**config.mk**
```make
export PLATFORM = sky130hd
export DESIGN_NAME = asd_ram
export DESIGN_NICKNAME = d
export VERILOG_FILES = /design/src/rtl/asd_ram.sv
export SDC_FILE = /design/constraint.sdc
export NUM_CORES = 1
export LEC_CHECK = 0
export ABC_AREA = 1
export BUFFER_PORTS_ARGS = -buffer_cell sky130_fd_sc_hd__buf_2
export CAP_MARGIN = 20
export CORE_AREA = 2 2 142 144
export DETAILED_ROUTE_END_ITERATION = 12
export DIE_AREA = 0 0 144 146
export PLACE_DENSITY = 0.55
export SYNTH_ARGS = -nofsm -noshare
export SYNTH_HDL_FRONTEND = slang
export SYNTH_SLANG_ARGS = --single-unit
```
**constraint.sdc**
```tcl
create_clock -name clk -period 1.3 [get_ports clk]
set_input_delay 0.13 -clock clk [delete_from_list [all_inputs] [get_ports clk]]
set_output_delay 0.13 -clock clk [all_outputs]
set_load 0.05 [all_outputs]
```
**src/rtl/asd_ram.sv**
```systemverilog
`timescale 1ns / 1ps
`default_nettype none
// ----------------------------------------------------------------------------
// asd_ram
// Generic single write port, single read port RAM with registered read.
// ----------------------------------------------------------------------------
module asd_ram #(
    parameter int WIDTH = 8,
    parameter int DEPTH = 16
) (
    input  wire logic                     clk,
    input  wire logic                     we,
    input  wire logic [$clog2(DEPTH)-1:0] waddr,
    input  wire logic [WIDTH-1:0]         wdata,
    input  wire logic [$clog2(DEPTH)-1:0] raddr,
    output logic      [WIDTH-1:0]         rdata
);

    logic [WIDTH-1:0] mem [DEPTH];

    always_ff @(posedge clk)
    begin
        if (we)
        begin
            mem[waddr] <= wdata;
        end
        rdata <= mem[raddr];
    end

endmodule
`default_nettype wire

```
* After elaboration in Yosys (flattened, before gate mapping)
Memory sizes are Yosys's and may differ from the RTL's. A register that Yosys moved wholly into a read port is not among the register bits.
Index checks and enable logic that the tools add are counted.
** Storage, ports and cells
- Memories kept :: 1
- Word-level logic and storage cells :: 3
- Input bits :: 18
- Bits in writable memories :: 128
- Output and inout port bits :: 8
- Flip-flop bits (word level) :: 0
** Cells by class
- Multiplexer cells :: 2
** Memories
- mem :: depth 16, width 8, read ports 1, clocked after memory_dff 1, write ports 1, RTL line 19 : logic [WIDTH-1:0] mem [DEPTH];
** Operators by type and width (number)
- two-way mux 1 bit :: 2

* Logic depth before layout (Yosys ltp)
Gate-level depths: netlist (run 1).
- Depth after elaboration :: 2
- Depth in mapped cells :: 8
- Gate-level depth less buffers :: 7

* Worst setup path before layout (run 1)
OpenSTA, ideal clock, no wires.
- Path type :: input -> register
- From :: in waddr[2]
- To :: mem mem[10][0], enable pin
- Stages on the path :: 2
- Path slack :: 0.219 ns
- Required time :: 0.930 ns
- Arrival :: 0.711 ns
- Path through :: nand3b_1 -> nor2_1
** RTL lines
- start: declaration :: RTL line 13 : input wire logic [$clog2(DEPTH)-1:0] waddr,
- end: declaration :: RTL line 19
Straight into the memory's write port.

* Final worst setup path (run 1)
- From :: reg rdata[3], read port of mem
- To :: out rdata[3]
** RTL lines
- start: declaration :: RTL line 16 : output logic [WIDTH-1:0] rdata
No word-level cell between the ends.

==> results of run 1 <==
## power breakdown
part / internal [mW] / leakage [nW] / switching [mW]
sequential: 4.90 / 1.22 / 0.0324
clock: 3.00 / 0.276 / 1.76
combinational: 0.191 / 1.44 / 0.519
total: 8.09 / 2.94 / 2.31
## cells in the final DEF, fill, tap and decap left out, types with 3 or more instances in the layout
cell type and count:
edfxtp_1 128, nand3_1 97, nor2_1 17, clkinvlp_4 3
buf_4 25, clkbuf_16 17, inv_1 100, clkinv_4 3
clkinv_1 3, dfxtp_1 8, buf_2 25, bufinv_16 3
nand2_1 173
## per-stage QoR
| stage | hold slack (ns) | power [mW] |
|---|---|---|
| floorplan | 0.229 | 5.46 |
| global placement | 0.523 | 5.73 |
| detailed placement | 0.519 | 5.74 |
| CTS | 0.0815 | 10.5 |
| global route | 0.101 | 10.7 |
| finish | 0.101 | 10.4 |
## tightest hold or removal path, delay by kind of cell
kind | cells | cell delay (ns)
buffers and inverters | 1 | 0.18
AND/OR/NAND/NOR | 2 | 0.16
## kinds of logic (layout without fill, tap and decap cells)
kind of cell           count (synthesis)  after routing  synth area share [%]
DFF                                  136            136                  69.4
and+or+nand+nor                      289            289                  21.0
buffers and inverters                126            186                  9.52
## per-layer routing
layer	vias up	wire, um	track usage (%)	share of wire, %
met5	-	0	0	0
met4	0	228	4.85	1.7
met3	12	775	3.72	5.7
met2	112	6160	20.7	45
met1	1833	6540	19.2	48
li1	1868	-	-	-
## area by class of cell
class | count | area [um^2] | area share, %
Sequential cell | 136 | 4000 | 58.3
Multi-Input combinational cell | 289 | 1210 | 17.7
Clock buffer | 19 | 433 | 6.30
Inverter | 102 | 383 | 5.57
Timing Repair Buffer | 52 | 353 | 5.13
Tap cell | 265 | 332 | 4.82
Clock inverter | 13 | 155 | 2.26
## state kept, by name (all words and copies together) (netlist names)
| signal | flops |
|---|---|
| rdata | 8 |
| mem | 128 |
## worst max-delay path by stage
stage | to | start | depth (start not counted)
6_report | rdata[3] | rdata[3] | 1
4_1_cts | rdata[3] | rdata[3] | 1
3_5_place_dp | rdata[7] | raddr[0] | 8
5_1_grt | rdata[3] | rdata[3] | 1
2_1_floorplan | mem[10][0] | waddr[2] | 2
3_3_place_gp | rdata[6] | raddr[0] | 8
==> results by group, run 1 <==
Floorplanning
  – Die area: 21000 um^2
  – Starting Density: 29.8%
  – Row count: 51
  – Die height: 146 um
  – DIE WIDTH: 144 um
  – I/O pin count: 26
  – Core area: 19300 um^2

Global route
  – First-pass GRT wire length: 21500 um
  – Total gr overflow: 0
  – GRT Util Overall: 13.8%
  – Vias in the first global route: 3803
  – Pin count of the biggest net entering global routing: 43
  – Initial antenna violation count: 0

Run status
  – Run status: finished clean

STA
  – Final clock skew: 0.00545 ns
  – Slew Limit Fails: 0
  – Slew margin rel.: 73.2%
  – F_max: 0.839 GHz
  – Worst setup margin: 0.108 ns
  – Setup TNS: 0 ns
  – Setup-failing EPs final: 0
  – Actual slew at the worst max-slew pin: 0.402 ns
  – Final worst-path cycle share: 91.7%
  – Min Clock Period, post-route: 1.19 ns
  – RSZ-0062 raised after global routing: no
  – Final Hold Viols: 0

Worst hold path
  – Hold Path Sink: rdata[6]
  – Hold Path Class: in2reg
  – Worst hold start: raddr[3]
  – Hold depth: 3

Place
  – Placed Cells: 844
  – Post-placement worst setup slack: 0.0573 ns
  – Port Buffers: 25
  – Area after DPL: 6280 um^2
  – GPL Wtd Cong: 0.783
  – HPWL after DPL: 8740 um

Layout
  – Design area: 6870 um^2
  – Fin cells: 876
  – Share of layout cells above drive strength 1: 13.3%
  – Area Growth Syn to Fin: 19.2%
  – # fillers: 1874
  – N_diodes: 0
  – Net count, final: 616
  – Final Core Density: 35.5%

Critical path
  – Critical Path AT: 1.06 ns
  – Crit Path Class: reg2out
  – R2R setup slack: 0.25 ns
  – Delay-heaviest family, CP: flip-flops
  – CP peak stage delay: 0.37 ns
  – FF-to-FF End: rdata[5]
  – Worst R2R Path Depth: 6
  – Crit path capture type: primary output
  – CP bufs+invs: 1
  – Worst r2r src: mem[9][5]
  – Crit-path max FO: 1
  – CP startpoint kind: flop
  – Crit path cell chain: buf_2
  – Critical path's slowest cell: dfxtp_1
  – Worst Path Required: 1.17 ns

Route
  – DR iter-0 viols: 349
  – Wirelength per Cell: 15.6 um
  – DRT Wirelength: 13700 um
  – Total number of vias: 3825
  – Vias/cell: 4.37
  – DR DRC count: 0
  – Pre-antenna DRT Iters: 8
  – Post-DRT Antenna Nets: 0

Yosys
  – Unique cell type count in the Yosys netlist: 12
  – Top FF cell, synth: edfxtp_1
  – Most area-hungry cell type in the Yosys netlist: edfxtp_1
  – Syn Inst Count: 551
  – Post-Syn Nets: 569
  – Post-synth EDFFs: 128
  – Post-synth ARST share: 0%
  – Mean Syn Cell Area: 10.5 um^2
  – Synth Cell Area: 5770 um^2
  – Seq cells post-synth: 136
  – Count leader, synth: nand2_1
  – Yosys top cell area share: 66.7%
  – Top post-synthesis cells by count: 173 x nand2_1, 128 x edfxtp_1, 100 x inv_1
  – Seq/Total Area, Yosys: 69.4%
  – Largest cells by area after synthesis: edfxtp_1 67%, nand2_1 11%, nand3_1 8.4%
  – Ys Warns: 0

CTS
  – Clock Path Buffers: 2
  – CTS sink cnt: 136
  – Cts hold-fix bufs: 0
  – H-Tree Depth: 4
  – Number of CTS-inserted buffers: 17
  – Post-CTS setup buffer count: 0
  – Root buffer cell: clkbuf_16
  – Worst-path clk slew: 0.06 ns
  – CTS tree: done
  – Post-CTS Resized: 0
  – Clk_lat worst skew: 0.41 ns

Power and ir drop
  – P_leak: 2.94 nW
  – Areal power density over the cells: 1510 nW/um^2
  – Maximum vdd drop: 0.647 mV

Job
  – Max Cap Violations: 0
No activity file was read; power rests on OpenSTA's default activity.
==> run 2, diff against run 1 <==
==> constraint.sdc (replaced) <==
create_clock -name clk -period 1.5 [get_ports clk]
set_input_delay 0.15 -clock clk [delete_from_list [all_inputs] [get_ports clk]]
set_output_delay 0.15 -clock clk [all_outputs]
set_load 0.05 [all_outputs]
==> run 2 against run 1 <==
Against the previous run: clock-buffer cell count fell by 2; sequential share of layout area is 0.20 points lower; clock power shrank 6.7%; sequential cell count unchanged; core utilization up 0.12 points; cell count decreased by 0.11%; wire length decreased by 0.53%; non-clock buffer count shrank 1; die area unchanged; critical path type unchanged; critical endpoint is now rdata[0].
==> results by group, run 2 (synthesis gave the netlist of run 1 again) <==
Layout
  – Most frequent cells in the layout: 173 x nand2_1, 128 x edfxtp_1, 100 x inv_1
  – Area Growth Syn to Fin: 19.6%
  – Max reg flops: 128
  – Share of layout cells above drive strength 1: 13.3%
  – N_diodes: 0
  – Net count, final: 615
  – Biggest regs: mem (128), rdata (8)
  – Most common cell after layout, fill and taps aside: nand2_1
  – Largest register by flop count: mem
  – # fillers: 1878

Global route
  – Pin count of the biggest net entering global routing: 43
  – Total gr overflow: 0
  – Initial antenna violation count: 0
  – Vias in the first global route: 3810
  – GRT Util Overall: 13.9%
  – First-pass GRT wire length: 21600 um

CTS
  – Root buffer cell: clkbuf_16
  – CTS tree: done
  – Clk_lat worst skew: 0.42 ns
  – Clock Path Buffers: 2
  – Cts hold-fix bufs: 0
  – Number of CTS-inserted buffers: 17
  – Post-CTS Resized: 0
  – Worst-path clk slew: 0.06 ns
  – Post-CTS setup buffer count: 0
  – H-Tree Depth: 4
  – CTS sink cnt: 136

Critical path
  – Crit Path Class: reg2out
  – Delay-heaviest family, CP: flip-flops
  – CP startpoint kind: flop
  – CP peak stage delay: 0.36 ns
  – Crit-path max FO: 1
  – Critical Path AT: 1.05 ns
  – Crit path capture type: primary output
  – CP bufs+invs: 1
  – Critical path's slowest cell: dfxtp_1
  – Worst Setup SP: rdata[0]
  – Worst r2r src: mem[9][5]
  – Crit path cell chain: buf_2
  – Worst Path Required: 1.35 ns

Floorplanning
  – DIE WIDTH: 144 um
  – Row count: 51
  – Die height: 146 um
  – I/O pin count: 26
  – Starting Density: 29.8%
  – Core area: 19300 um^2
  – Die area: 21000 um^2

Run status
  – Run status: finished clean

STA
  – Worst setup margin: 0.296 ns
  – Min Clock Period, post-route: 1.20 ns
  – Final clock skew: 0.00814 ns
  – Setup TNS: 0 ns
  – F_max: 0.830 GHz
  – RSZ-0062 raised after global routing: no
  – Final Hold Viols: 0
  – Slew margin rel.: 70.9%
  – Actual slew at the worst max-slew pin: 0.436 ns
  – Slew Limit Fails: 0
  – Final worst-path cycle share: 80.3%
  – Setup-failing EPs final: 0

Route
  – DRT Wirelength: 13600 um
  – DR iter-0 viols: 368
  – Pre-antenna DRT Iters: 5
  – Vias/cell: 4.37
  – Post-DRT Antenna Nets: 0
  – DR DRC count: 0
  – Total number of vias: 3823
  – Wirelength per Cell: 15.6 um

Place
  – Port Buffers: 25
  – Post-placement worst setup slack: 0.165 ns
  – GPL Wtd Cong: 0.770
  – HPWL after DPL: 8730 um

Power and ir drop
  – Maximum vdd drop: 0.642 mV
  – Areal power density over the cells: 1350 nW/um^2
  – Final Total Pwr: 9.32 mW
  – P_leak: 2.95 nW

Worst hold path
  – Hold Path Class: in2reg
  – Worst hold start: raddr[3]

Job
  – Max Cap Violations: 0
## run 2: final cells by class
class | instances | area [um^2] | area share (%)
Tap cell | 265 | 332 | 4.81
Timing Repair Buffer | 51 | 333 | 4.83
Inverter | 102 | 383 | 5.55
Sequential cell | 136 | 4000 | 58.1
Clock inverter | 15 | 206 | 2.99
Multi-Input combinational cell | 289 | 1210 | 17.6
Clock buffer | 17 | 425 | 6.17
## run 2: worst paths after layout
| path | slack, ns | cells after the start | endpoint |
|---|---|---|---|
| max reg2reg | 0.48 | 6 | rdata[5] |
| max | 0.30 | 1 | rdata[0] |
| min reg2reg | 0.66 | 6 | rdata[7] |
| min | 0.11 | 3 | rdata[7] |
## run 2: per-layer routing
layer	vias up	wire length, um	GRT usage [%]
met5	-	0	0
met4	0	165	4.85
met3	16	811	4.28
met2	93	6380	21.2
met1	1852	6280	18.9
li1	1862	-	-
## run 2: power breakdown
part | switching (mW) | internal (mW) | total (mW)
clock network | 1.52 | 2.92 | 4.44
registers | 0.0293 | 4.25 | 4.28
logic | 0.445 | 0.160 | 0.605
total | 2.00 | 7.33 | 9.32
## run 2: stage by stage
step | utilization, % | cell area (um^2) | hold slack [ns] | cells
global route | 35.7 | 6900 | 0.107 | 875
finish | 35.7 | 6900 | 0.114 | 875
global placement | 32.4 | 6260 | 0.541 | 843
CTS | 35.7 | 6900 | 0.0938 | 875
detailed placement | 32.4 | 6260 | 0.529 | 843
floorplan | - | 5770 | 0.249 | 551
