[config.mk]
export PLATFORM = sky130hd
export DESIGN_NAME = asd_div
export DESIGN_NICKNAME = d
export VERILOG_FILES = /design/src/rtl/asd_pkg.sv /design/src/rtl/asd_div.sv
export SDC_FILE = /design/constraint.sdc
export NUM_CORES = 1
export LEC_CHECK = 0
export ABC_AREA = 1
export BUFFER_PORTS_ARGS = -buffer_cell sky130_fd_sc_hd__buf_4
export CORE_AREA = 2 2 87 97
export CTS_CLUSTER_SIZE = 16
export DETAILED_ROUTE_END_ITERATION = 7
export DIE_AREA = 0 0 89 99
export GPL_TIMING_DRIVEN = 0
export PLACE_DENSITY = 0.75
export SYNTH_ARGS = -nofsm -noshare
export SYNTH_HDL_FRONTEND = slang
export SYNTH_SLANG_ARGS = --single-unit
[constraint.sdc]
create_clock -name clk -period 2.9 [get_ports clk]
set_clock_uncertainty 0.2 [all_clocks]
set_input_delay 0.29 -clock clk [delete_from_list [all_inputs] [get_ports clk]]
set_output_delay 0.29 -clock clk [all_outputs]
set_load 0.01 [all_outputs]
[src/rtl/asd_pkg.sv]
`timescale 1ns / 1ps
`default_nettype none
// ----------------------------------------------------------------------------
// asd_pkg
// Shared types and constants for the arithmetic symbol decoder.
// ----------------------------------------------------------------------------
package asd_pkg;

    localparam int CODE_BITS        = 16;
    localparam int KIND_W           = 2;
    localparam int INDEX_W          = 9;
    localparam int ENTRY_W          = 15;
    localparam int BYTE_W           = 8;
    localparam int SYM_W            = 8;
    localparam int STAT_W           = 2;
    localparam int CFG_W            = 9;
    localparam int SYMBOLS_DEF      = 256;
    localparam int BUFFER_BYTES_DEF = 4096;
    localparam int WID_W            = CODE_BITS + 1;
    localparam int PROD_W           = WID_W + ENTRY_W;
    localparam int FILL_W           = $clog2(CODE_BITS);

    localparam logic [CFG_W-1:0]     SYMCNT_RESET = CFG_W'(256);
    localparam logic [CODE_BITS-1:0] HALF_VAL = CODE_BITS'(1) << (CODE_BITS - 1);
    localparam logic [CODE_BITS-1:0] QTR1_VAL = CODE_BITS'(1) << (CODE_BITS - 2);
    localparam logic [CODE_BITS-1:0] QTR3_VAL = HALF_VAL + QTR1_VAL;

    typedef enum logic [KIND_W-1:0] {
        KIND_WRITE_ENTRY = 2'd0,
        KIND_APPEND      = 2'd1,
        KIND_START       = 2'd2,
        KIND_DECODE      = 2'd3
    } kind_t;

    typedef enum logic [STAT_W-1:0] {
        STAT_OK    = 2'd0,
        STAT_DROP  = 2'd1,
        STAT_RANGE = 2'd2
    } status_t;

    typedef enum logic [1:0] {
        PH_VALUE,
        PH_HI,
        PH_LO
    } div_phase_t;

    typedef enum logic [3:0] {
        ST_IDLE,
        ST_FILL_RD,
        ST_FILL_SH,
        ST_TOT_RD,
        ST_TOT,
        ST_DIV_GO,
        ST_DIV_WAIT,
        ST_SCAN_PRIME,
        ST_SCAN,
        ST_MUL_LO,
        ST_NARROW,
        ST_RN_CHK,
        ST_RN_BIT,
        ST_DONE
    } state_t;

    typedef struct packed {
        logic [KIND_W-1:0]  kind;
        logic [INDEX_W-1:0] entry_index;
        logic [ENTRY_W-1:0] entry_value;
        logic [BYTE_W-1:0]  byte_value;
    } cmd_t;

    typedef struct packed {
        logic [SYM_W-1:0]  symbol;
        logic [STAT_W-1:0] status;
    } rsp_t;

endpackage
`default_nettype wire

[src/rtl/asd_div.sv]
`timescale 1ns / 1ps
`default_nettype none
// ----------------------------------------------------------------------------
// asd_div
// Restoring unsigned divider, one quotient bit per cycle.
// ----------------------------------------------------------------------------
module asd_div #(
    parameter int DVD_W = asd_pkg::PROD_W,
    parameter int DVS_W = asd_pkg::WID_W
) (
    input  wire logic             clk,
    input  wire logic             rst_n,
    input  wire logic             start,
    input  wire logic [DVD_W-1:0] dividend,
    input  wire logic [DVS_W-1:0] divisor,
    output logic                  done,
    output logic      [DVD_W-1:0] quotient
);

    localparam int CNT_W = $clog2(DVD_W);

    logic             run_reg;
    logic             done_reg;
    logic [CNT_W-1:0] cnt_reg;
    logic [DVS_W-1:0] rem_reg;
    logic [DVS_W-1:0] dvs_reg;
    logic [DVD_W-1:0] quo_reg;
    logic [DVS_W:0]   trial;
    logic [DVS_W:0]   diff;
    logic             ge;

    always_comb
    begin
        trial = {rem_reg, quo_reg[DVD_W-1]};
        ge    = trial >= {1'b0, dvs_reg};
        diff  = trial - {1'b0, dvs_reg};
    end

    always_ff @(posedge clk or negedge rst_n)
    begin
        if (!rst_n)
        begin
            run_reg  <= 1'b0;
            done_reg <= 1'b0;
            cnt_reg  <= '0;
        end
        else
        begin
            done_reg <= 1'b0;
            if (start)
            begin
                run_reg <= 1'b1;
                cnt_reg <= '0;
            end
            else if (run_reg)
            begin
                cnt_reg <= cnt_reg + 1'b1;
                if (cnt_reg == CNT_W'(DVD_W - 1))
                begin
                    run_reg  <= 1'b0;
                    done_reg <= 1'b1;
                end
            end
        end
    end

    always_ff @(posedge clk)
    begin
        if (start)
        begin
            quo_reg <= dividend;
            dvs_reg <= divisor;
            rem_reg <= '0;
        end
        else if (run_reg)
        begin
            rem_reg <= ge ? diff[DVS_W-1:0] : trial[DVS_W-1:0];
            quo_reg <= {quo_reg[DVD_W-2:0], ge};
        end
    end

    assign done     = done_reg;
    assign quotient = quo_reg;

endmodule
`default_nettype wire

Word-level counts from Yosys, hierarchy flattened --
Cells that the tools add are included.
Word-level totals: bits in registers 73, input bits 52, output and inout port bits 33, word-level logic and storage cells 22
Cells by class: $add $sub $neg 2, magnitude comparators 1, eq/ne operators 1, mux-type cells 11, reduce and logical (&&, ||, !) cells 1
Operators with widths (number):
- $mux 32 | 2
- $ge 18x17->1 | 1
- $mux 17 | 1
- $sub 17x17->17 | 1
- $mux 5 | 2
- $mux 1 | 6
- $add 5x1->5 const B | 1
- $eq 5x5->1 const B | 1
- $reduce_bool 2->1 | 1

Longest topological paths before layout --
Gate-level depths: netlist of run 1.
depth in word-level cells 4, mapped depth 15, depth with buffers taken out 14

Worst setup path before layout of run 1 --
Ideal clock, no wire load.
kind register to register, start point reg quo_reg[31], in the netlist quotient[31], end point reg quo_reg[0], in the netlist quotient[0] (data pin), setup time 0.261 ns, arrival 1.706 ns, data required time 2.439 ns, setup slack 0.733 ns, stages on the path, launching flop included 11, period minus slack after synthesis 2.167 ns, cells stage by stage edfxtp_1 > inv_1 > ha_1 > inv_1 > fa_1 > nand3_1 > nand3_2 > nand2_2 > buf_6 > buf_6 > a31oi_1
On the way: word-level cells in the longest chain between the ends 3
Ends and longest elaborated chain:
- from (decl) | line asd_div.sv:27 | logic [DVD_W-1:0] quo_reg;
- from (signal assigned) | line asd_div.sv:71 | quo_reg <= dividend;
- from (signal assigned) | line asd_div.sv:78 | quo_reg <= {quo_reg[DVD_W-2:0], ge};
- $ge 18x17->1 | line asd_div.sv:35 | ge = trial >= {1'b0, dvs_reg};
- $mux 32 | line asd_div.sv:75 | else if (run_reg)
- $mux 32 | line asd_div.sv:69 | if (start)
Every way passes these cells. The select of a mux whose other input is x is not followed. A chain may end at the register's enable or synchronous reset.

Final worst setup path of run 1 --
Same ends and word-level chain as after synthesis.

==> metrics.txt, run 1 <==
register area share after synthesis=0.4756; WL final=10.01 mm; Pwr Density=688.6 nW/µm²; CTS tree=yes; final global-route overflow total=0; Die Ht=99 µm; hold path depth=3; Mapped Nets=601; core area=7828 µm²; Final Critical Period=2.390 ns; crit path launch=quotient[31]; Via Count=3788; Setup WS post-layout=0.5095 ns; vias per std cell=4.952; dpl cell area=4943 µm²; Netlist Area Pre-Place=4178 µm²; switching share of total power=0.3778; # rows=34; post-synthesis async set-or-reset flop share=0.09589; Final Max Tran Viols=0; initial antenna violation count=0; Initial DRC Count=210; Root Buffer=clkbuf_8; Netlist cell types=31; hold violation count in the final report=0; Warnings, synthesis=0; Startpoint Class=flip-flop; Final HPWL DP=7.062 mm; CP Class=flip-flop to flip-flop; DR DRC count=0; Initial Utilization=0.5337; die area=8811 µm²; Fin Hold WS=0.01384 ns; P_int=2323 µW; DRT Pass-1 Iters=5; vias in the first global route=3743; RSZ-0062 raised after global routing=no; most common cell in the netlist=nand2_1; Die W=89 µm; Worst-Skew Late Latency=0.35 ns; first-pass GRT wire length=16.43 mm; R2R depth=10; Tcrit/Tclk final=0.8243; RR Endpoint=quotient[0]; WL per Instance=13.08 µm; post-route cell area=5423 µm²; Final setup viols=0; peak supply drop=322.0 µV; clk slew on worst S/H paths=0.08 ns; WP data arrival=2.28 ns; post-synth top area cell=edfxtp_1; Largest register FFs=32; area growth from synthesis to layout=29.80%; synth top area cells=edfxtp_1 35%, nand2_1 19%, dfxtp_1 8.1%, inv_1 7.1%, ha_1 5.7%; Avg Synthesized Cell Area=7.897 µm²; achievable frequency=0.4183 GHz; H-tree levels=3; post-route ant nets=0; Port Buffer Count=84; HP Class=input pin to flip-flop; Comb power frac=0.412; slew margin rel.=0.4922; NumNets Final=724; layout cells sized above 1=0.1857; flops & latches, synth=73; I/O pins=85; crit end category=flip-flop; top cell type's share of synthesized area=0.3522; total CTS buffers=9; setup TNS=0 ns; setup slack, reg-to-reg=0.51 ns; clock share of power=0.221; Flop pwr share=0.368; Slew @ Worst Pin=0.7607 ns; most common flop cell mapped by yosys=edfxtp_1; CP max FO=10; CTS Sinks=73; Post-synth EDFFs=49; Tot GR Track Use=0.2393; CTS max path bufs=2; gpl congestion=0.8862; leakage=0.002815 µW; CP required=2.79 ns; switching power=1411 µW; DP Worst Slack=0.004687 ns; r2r startpoint=quotient[31]; hold path start=dividend[8]; pin count of the biggest net entering global routing=38; hold endpoint=quotient[8]; ant diodes=0; outcome=complete, no violations; Synth top cells by count=215 x nand2_1, 79 x inv_1, 49 x edfxtp_1, 46 x nand3_1, 19 x ha_1; post-synthesis cell count=529; max_cap viols=0
==> power by group through the flow <==
stage	clock (µW)	combinational, µW	sequential [µW]
global placement	0	1460	1390
finish	824	1540	1370
detailed placement	0	1490	1390
CTS	845	1530	1370
global route	883	1720	1390
floorplan	0	1090	1390
==> worst max-delay path: stages (launching register included) <==
cell and delay (ns):
edfxtp_1 0.42, inv_1 0.10, ha_1 0.14, inv_1 0.07, fa_1 0.44, nand3_1 0.13
nand3_2 0.12, nand2_2 0.11, buf_6 0.15, buf_6 0.17, a31oi_1 0.10
==> cell usage in the layout, fill, tap and decap left out, types with 2 or more instances in the layout <==
cell and n:
ha_1 19, buf_6 5, clkbuf_8 9, nor2_4 3
a31oi_1 2, inv_1 78, dfrtp_1 7, dlygate4sd3_1 28
nand3_2 2, nand3_1 46, xnor2_1 7, nor2_2 2
buf_4 84, o21ai_0 8, nand4_1 3, clkinv_2 2
nand3b_1 10, inv_2 2, inv_6 3, nand2_4 2
edfxtp_1 49, nor2_1 15, buf_1 2, nand2_1 215
nand2_2 4, a21oi_1 11, dfxtp_1 17, clkbuf_1 6
nor3_1 7
==> per-stage QoR <==
step | cells | utilization | power [µW]
after floorplan | 529 | - | 2483
after global placement | 721 | 0.6316 | 2847
after detailed placement | 721 | 0.6316 | 2879
after CTS | 765 | 0.6928 | 3745
after global routing | 765 | 0.6928 | 3989
final | 765 | 0.6928 | 3734
==> logic make-up after synthesis <==
family                     synth area share
AOI/OAI and AO/OA                   0.03055
xor gates and xnor gates            0.01468
adders and majority gates           0.06170
buffers and inverters               0.09463
DFF                                  0.4756
and+or+nand+nor                      0.3228
==> area by class of cell <==
class                   count  area [µm²]
fillers                   651        2405
flip-flops and latches     73        1987
multi-input cells         361        1795
repair buffers            112       910.9
inverters                  81       304.0
well taps                 108       135.1
clock buffers               9       123.9
plain buffers              14       91.34
clock inverters             7       75.07
==> layer usage <==
layer / wire length (µm) / track usage
met3: 616 / 0.05193
met1: 4200 / 0.2883
met5: 0 / 0
met2: 5026 / 0.4139
met4: 164 / 0.08840
==> worst max-delay path by stage <==
stage | cells past startpoint | end
floorplan | 10 | quotient[0]
global placement | 4 | quotient[15]
detailed placement | 4 | quotient[15]
CTS | 4 | quotient[14]
global route | 14 | rem_reg[16]
finish | 10 | quotient[0]
==> repair_timing <==
action / 4_1_cts / 5_1_grt
endpoints found under the hold margin: 34 / 0
setup buffers: 0 / 0
endpoints found under the setup margin: 0 / 0
hold buffers: 28 / 0
resized for setup: 0 / 0
(Power assumes the default switching activity.)
==> inputs of run 2 (changes only) <==
CORE_AREA = 2 2 91 101   (was 2 2 87 97)
DIE_AREA = 0 0 93 103   (was 0 0 89 99)
PLACE_DENSITY = 0.72   (was 0.75)
clock period = 2.1 ns   (was 2.9 ns; I/O delays follow)
==> run 2 against run 1 <==
  * Cell area grew 13%
  * Utilization grew 1.3 points
  * Global-route usage grew 1.8 points
  * The run now ends with negative setup slack left
  * Die area grew 8.7%
  * Routed wire length grew 16%
  * Clock power grew 47%
==> metrics.txt, run 2 (synthesized netlist as in run 1, its figures left out) <==
die area=9579 µm² (was 8811 µm²); P_int=3506 µW (was 2323 µW); CP Class=flip-flop to flip-flop (unchanged); CP required=2.15 ns (was 2.79 ns); H-tree levels=3 (unchanged); core area=8648 µm² (was 7828 µm²); Die Ht=103 µm (was 99 µm); HP Class=input pin to flip-flop (unchanged); Finished Core Util=0.7062 (was 0.6928); leakage=0.003028 µW (was 0.002815 µW); achievable frequency=0.4568 GHz (was 0.4183 GHz); Die W=93 µm (was 89 µm); first-pass GRT wire length=19.15 mm (was 16.43 mm); I/O pins=85 (unchanged); # rows=36 (was 34); pin count of the biggest net entering global routing=20 (was 38); most frequent cells in the layout=206 x nand2_1, 95 x buf_4, 73 x inv_1, 51 x dlygate4sd3_1, 49 x edfxtp_1 (was 215 x nand2_1, 84 x buf_4, 78 x inv_1, 49 x edfxtp_1, 46 x nand3_1); Worst-Skew Late Latency=0.37 ns (was 0.35 ns); Pwr Density=930.7 nW/µm² (was 688.6 nW/µm²); Port Buffer Count=84 (unchanged); area of the multi-input gates=2069 µm² (was 1795 µm²); switching power=2177 µW (was 1411 µW); layout cells sized above 1=0.2576 (was 0.1857); Setup WS post-layout=-0.08929 ns (was 0.5095 ns); switching share of total power=0.3831 (was 0.3778); Comb power frac=0.445 (was 0.412); Tcrit/Tclk final=1.043 (was 0.8243); Slew @ Worst Pin=0.5271 ns (was 0.7607 ns); CTS tree=yes (unchanged); DRT Pass-1 Iters=5 (unchanged); WL final=11.58 mm (was 10.01 mm); CTS max path bufs=2 (unchanged); failing checks=negative setup slack; outcome=finished with violations (was complete, no violations); ant diodes=0 (unchanged); CP max FO=5 (was 10); crit end category=flip-flop (unchanged); initial antenna violation count=0 (unchanged); Tot GR Track Use=0.2568 (was 0.2393); setup TNS=-0.7063 ns (was 0 ns); area growth from synthesis to layout=46.18% (was 29.80%); peak supply drop=438.6 µV (was 322.0 µV); Startpoint Class=flip-flop (unchanged); max_cap viols=0 (unchanged); vias per std cell=5.036 (was 4.952); NumNets Final=762 (was 724); WL per Instance=14.32 µm (was 13.08 µm); CTS Sinks=73 (unchanged); vias in the first global route=4216 (was 3743); fillers=638 (was 651); DR DRC count=0 (unchanged); WP data arrival=2.24 ns (was 2.28 ns); Final HPWL DP=7.252 mm (was 7.062 mm); total CTS buffers=9 (unchanged); RSZ-0062 raised after global routing=yes (was no); clock share of power=0.212 (was 0.221); power consumption=5684 µW (was 3734 µW); Flop pwr share=0.343 (was 0.368); Via Count=4074 (was 3788); hold violation count in the final report=0 (unchanged); post-route ant nets=0 (unchanged); gpl congestion=0.9134 (was 0.8862); commonest non-fill, non-tap cell in the layout=nand2_1 (unchanged); Root Buffer=clkbuf_8 (unchanged); slew margin rel.=0.6482 (was 0.4922); Final Max Tran Viols=0 (unchanged); Initial DRC Count=144 (was 210); Initial Utilization=0.4831 (was 0.5337); clk slew on worst S/H paths=0.09 ns (was 0.08 ns); Final Critical Period=2.189 ns (was 2.390 ns); Fin Hold WS=0.05218 ns (was 0.01384 ns); Largest register FFs=32 (unchanged); Final setup viols=17 (was 0); storage element area=1987 µm² (unchanged); final global-route overflow total=0 (unchanged)
## run 2: path summary, 6_finish.rpt
path / depth (start not counted) / startpoint / slack (ns) / end
max: 12 / quotient[31] / -0.09 / rem_reg[11]
min: 1 / start / 0.05 / dvs_reg[5]
max reg2reg: 12 / quotient[31] / -0.09 / rem_reg[11]
min reg2reg: 2 / rem_reg[5] / 0.27 / rem_reg[5]
max in group asynchronous: 3 / rst_n / 0.86 / cnt_reg[4]
min in group asynchronous: 3 / rst_n / 0.59 / done
## run 2: timing repair
action / in CTS / in global routing
pin swaps: 7 / 15
hold buffers: 51 / 0
gates resized for setup: 29 / 33
endpoints found under the hold margin: 56 / 0
setup buffers: 10 / 3
gates cloned: 2 / 0
setup endpoints to repair: 51 / 50
## run 2: power groups by stage
stage	combinational, µW	clock, µW	sequential, µW
finish	2530	1210	1950
global route	2800	1280	1970
CTS	2320	1210	1920
detailed placement	2070	0	1930
global placement	2030	0	1920
floorplan	1510	0	1930
## run 2: metal layers
layer,GRT usage,up-vias,wire (µm)
met3,0.06433,35,745
met2,0.4353,164,5670
met5,0,-,0
met4,0.1448,0,429
met1,0.2996,1881,4737
li1,-,1994,-
## run 2: cell type report
| cell class | count | share of cell area |
|---|---|---|
| repair buffers | 149 | 0.2092 |
| repair inverters | 1 | 0.001229 |
| well taps | 114 | 0.02336 |
| flip-flops and latches | 73 | 0.3253 |
| multi-input cells | 361 | 0.3389 |
| plain buffers | 14 | 0.01680 |
| clock buffers | 10 | 0.02254 |
| inverters | 81 | 0.05081 |
| clock inverters | 6 | 0.01188 |
## run 2: metrics by stage
| stage | setup slack [ns] | instances | area [µm²] |
|---|---|---|---|
| after global placement | -0.7371 | 727 | 4961 |
| after global routing | -0.1605 | 809 | 6107 |
| final | -0.08929 | 809 | 6107 |
| after floorplan | 0.002887 | 529 | 4188 |
| after CTS | -0.02801 | 806 | 5923 |
| after detailed placement | -0.7985 | 727 | 4961 |
## run 2: worst max-delay path: stages (launching register included)
cell and delay, ns:
edfxtp_1 0.42, inv_2 0.10, ha_4 0.13, inv_4 0.03
fa_2 0.39, nand3_2 0.11, nand3_4 0.09, nand2_4 0.09
buf_8 0.13, buf_8 0.12, nand3b_1 0.10, nand3_1 0.09
nand2_1 0.06
==> inputs of run 3 (changes only) <==
clock period = 1.81 ns   (was 2.1 ns; I/O delays follow)
==> run 3 against run 2 <==
  * The run still ends with negative setup slack left
  * Routed wire length up 7.3%
  * Worst setup slack worse by 0.25 ns
  * First-iteration DRC count up 83%
  * Critical path type unchanged
  * Cell area up 3.6%
  * Die area unchanged
==> metrics.txt, run 3 (synthesized netlist as in run 1, its figures left out) <==
CP max FO=3 (was 5); CP Class=flip-flop to flip-flop (unchanged); Setup WS post-layout=-0.3401 ns (was -0.08929 ns); post-route cell area=6325 µm² (was 6107 µm²); Largest register FFs=32 (unchanged); core area=8648 µm² (unchanged); gpl congestion=0.8765 (was 0.9134); Die W=93 µm (unchanged); Worst-Skew Late Latency=0.38 ns (was 0.37 ns); CP required=1.88 ns (was 2.15 ns); outcome=finished with violations (unchanged); post-route ant nets=0 (unchanged); first-pass GRT wire length=20.33 mm (was 19.15 mm); Finished Core Util=0.7313 (was 0.7062); DRT Pass-1 Iters=5 (unchanged); RSZ-0062 raised after global routing=yes (unchanged); failing checks=negative setup slack (unchanged); Tcrit/Tclk final=1.188 (was 1.043); Pwr Density=1114 nW/µm² (was 930.7 nW/µm²); Fin Hold WS=0.01169 ns (was 0.05218 ns); WL final=12.43 mm (was 11.58 mm); hold violation count in the final report=0 (unchanged); clk slew on worst S/H paths=0.09 ns (about the same); I/O pins=85 (unchanged); initial antenna violation count=0 (unchanged); max_cap viols=0 (unchanged); commonest non-fill, non-tap cell in the layout=nand2_1 (unchanged); Final Critical Period=2.150 ns (was 2.189 ns); ant diodes=0 (unchanged); NumNets Final=766 (was 762); CTS max path bufs=2 (unchanged); CTS tree=yes (unchanged); final global-route overflow total=0 (unchanged); # rows=36 (unchanged); WL per Instance=15.29 µm (was 14.32 µm); HP Class=input pin to flip-flop (unchanged); dpl cell area=4981 µm² (was 4961 µm²); area growth from synthesis to layout=51.39% (was 46.18%); Tot GR Track Use=0.2744 (was 0.2568); achievable frequency=0.4651 GHz (was 0.4568 GHz); Startpoint Class=flip-flop (unchanged); total CTS buffers=9 (unchanged); Port Buffer Count=84 (unchanged); die area=9579 µm² (unchanged); Final setup viols=18 (was 17); Initial DRC Count=263 (was 144); vias per std cell=5.133 (was 5.036); power consumption=7044 µW (was 5684 µW); leakage=0.003098 µW (was 0.003028 µW); vias in the first global route=4470 (was 4216); Die Ht=103 µm (unchanged); Slew @ Worst Pin=0.5501 ns (was 0.5271 ns); most frequent cells in the layout=200 x nand2_1, 95 x buf_4, 74 x inv_1, 51 x dlygate4sd3_1, 49 x edfxtp_1 (was 206 x nand2_1, 95 x buf_4, 73 x inv_1, 51 x dlygate4sd3_1, 49 x edfxtp_1); H-tree levels=3 (unchanged); WP data arrival=2.22 ns (was 2.24 ns); layout cells sized above 1=0.2904 (was 0.2576); Final HPWL DP=7.334 mm (was 7.252 mm); crit end category=flip-flop (unchanged); Final Max Tran Viols=0 (unchanged); pin count of the biggest net entering global routing=20 (unchanged); peak supply drop=588.6 µV (was 438.6 µV); DR DRC count=0 (unchanged); Initial Utilization=0.4831 (unchanged); CTS Sinks=73 (unchanged); Root Buffer=clkbuf_8 (unchanged); slew margin rel.=0.6329 (was 0.6482); Via Count=4173 (was 4074)
-- run 3: cell types whose count changed in the layout (fill, tap and decap cells not counted), sizes merged --
cell      previous run  this run
clkinvlp             3         4
clkinv               2         1
buf                106       110
-- run 3: layout make-up --
cell class,instances,area (µm²)
multi-input combinational,361,2215
clock inverter,6,72.57
tap,114,142.6
inverter,81,314.1
buffer,14,112.6
timing repair inverter,1,7.507
sequential,73,1987
fill,622,2323
clock buffer,10,137.6
timing repair buffer,153,1336
-- run 3: layer usage --
metal / vias up / global-route usage / share of wire
li1: 2007 / - / -
met1: 1961 / 0.2925 / 0.39
met2: 175 / 0.5061 / 0.51
met3: 30 / 0.06360 / 0.067
met4: 0 / 0.1459 / 0.029
met5: - / 0 / 0
-- run 3: report_power, final --
part / total [µW] / leakage [µW] / internal [µW] / switching (µW)
logic: 3360 / 0.00225 / 1590 / 1780
clock network: 1410 / 0.000104 / 691 / 716
registers: 2270 / 0.000748 / 2040 / 229
total: 7040 / 0.00310 / 4320 / 2720
-- run 3: per-stage QoR --
step           setup TNS (ns)  instances  setup slack (ns)
6_report               -5.230        813           -0.3401
5_1_grt                -6.822        813           -0.4551
4_1_cts                -4.664        812           -0.2862
3_5_place_dp           -54.08        727            -1.066
3_3_place_gp           -48.61        727           -0.9827
2_1_floorplan          -6.069        529           -0.2624
-- run 3: worst paths after layout --
kind | startpoint | end | slack [ns] | depth (start not counted)
setup / recovery | quotient[31] | rem_reg[12] | -0.34 | 14
hold / removal | start | dvs_reg[16] | 0.01 | 1
setup reg to reg | quotient[31] | rem_reg[12] | -0.34 | 14
hold reg to reg | rem_reg[16] | rem_reg[16] | 0.28 | 2
max in group asynchronous | rst_n | cnt_reg[1] | 0.60 | 3
min in group asynchronous | rst_n | cnt_reg[2] | 0.55 | 3
-- run 3: timing repair --
item,4_1_cts,5_1_grt
setup buffers,15,2
pin swaps,19,14
cloned,3,0
setup endpoints to repair,51,53
hold buffers,51,0
resized for setup,59,28
endpoints found under the hold margin,56,0
-- run 3: worst max-delay path, cell delays in order, from the launching register on --
cell      delay (ns)
edfxtp_1        0.42
inv_2           0.10
ha_4            0.14
inv_4           0.03
fa_2            0.36
nand3_2         0.08
nand3_2         0.10
nand2_2         0.12
nand2_4         0.09
nand2_4         0.09
nand2_2         0.05
nand2_2         0.07
nand3_2         0.08
nand3_2         0.06
nand2_1         0.05
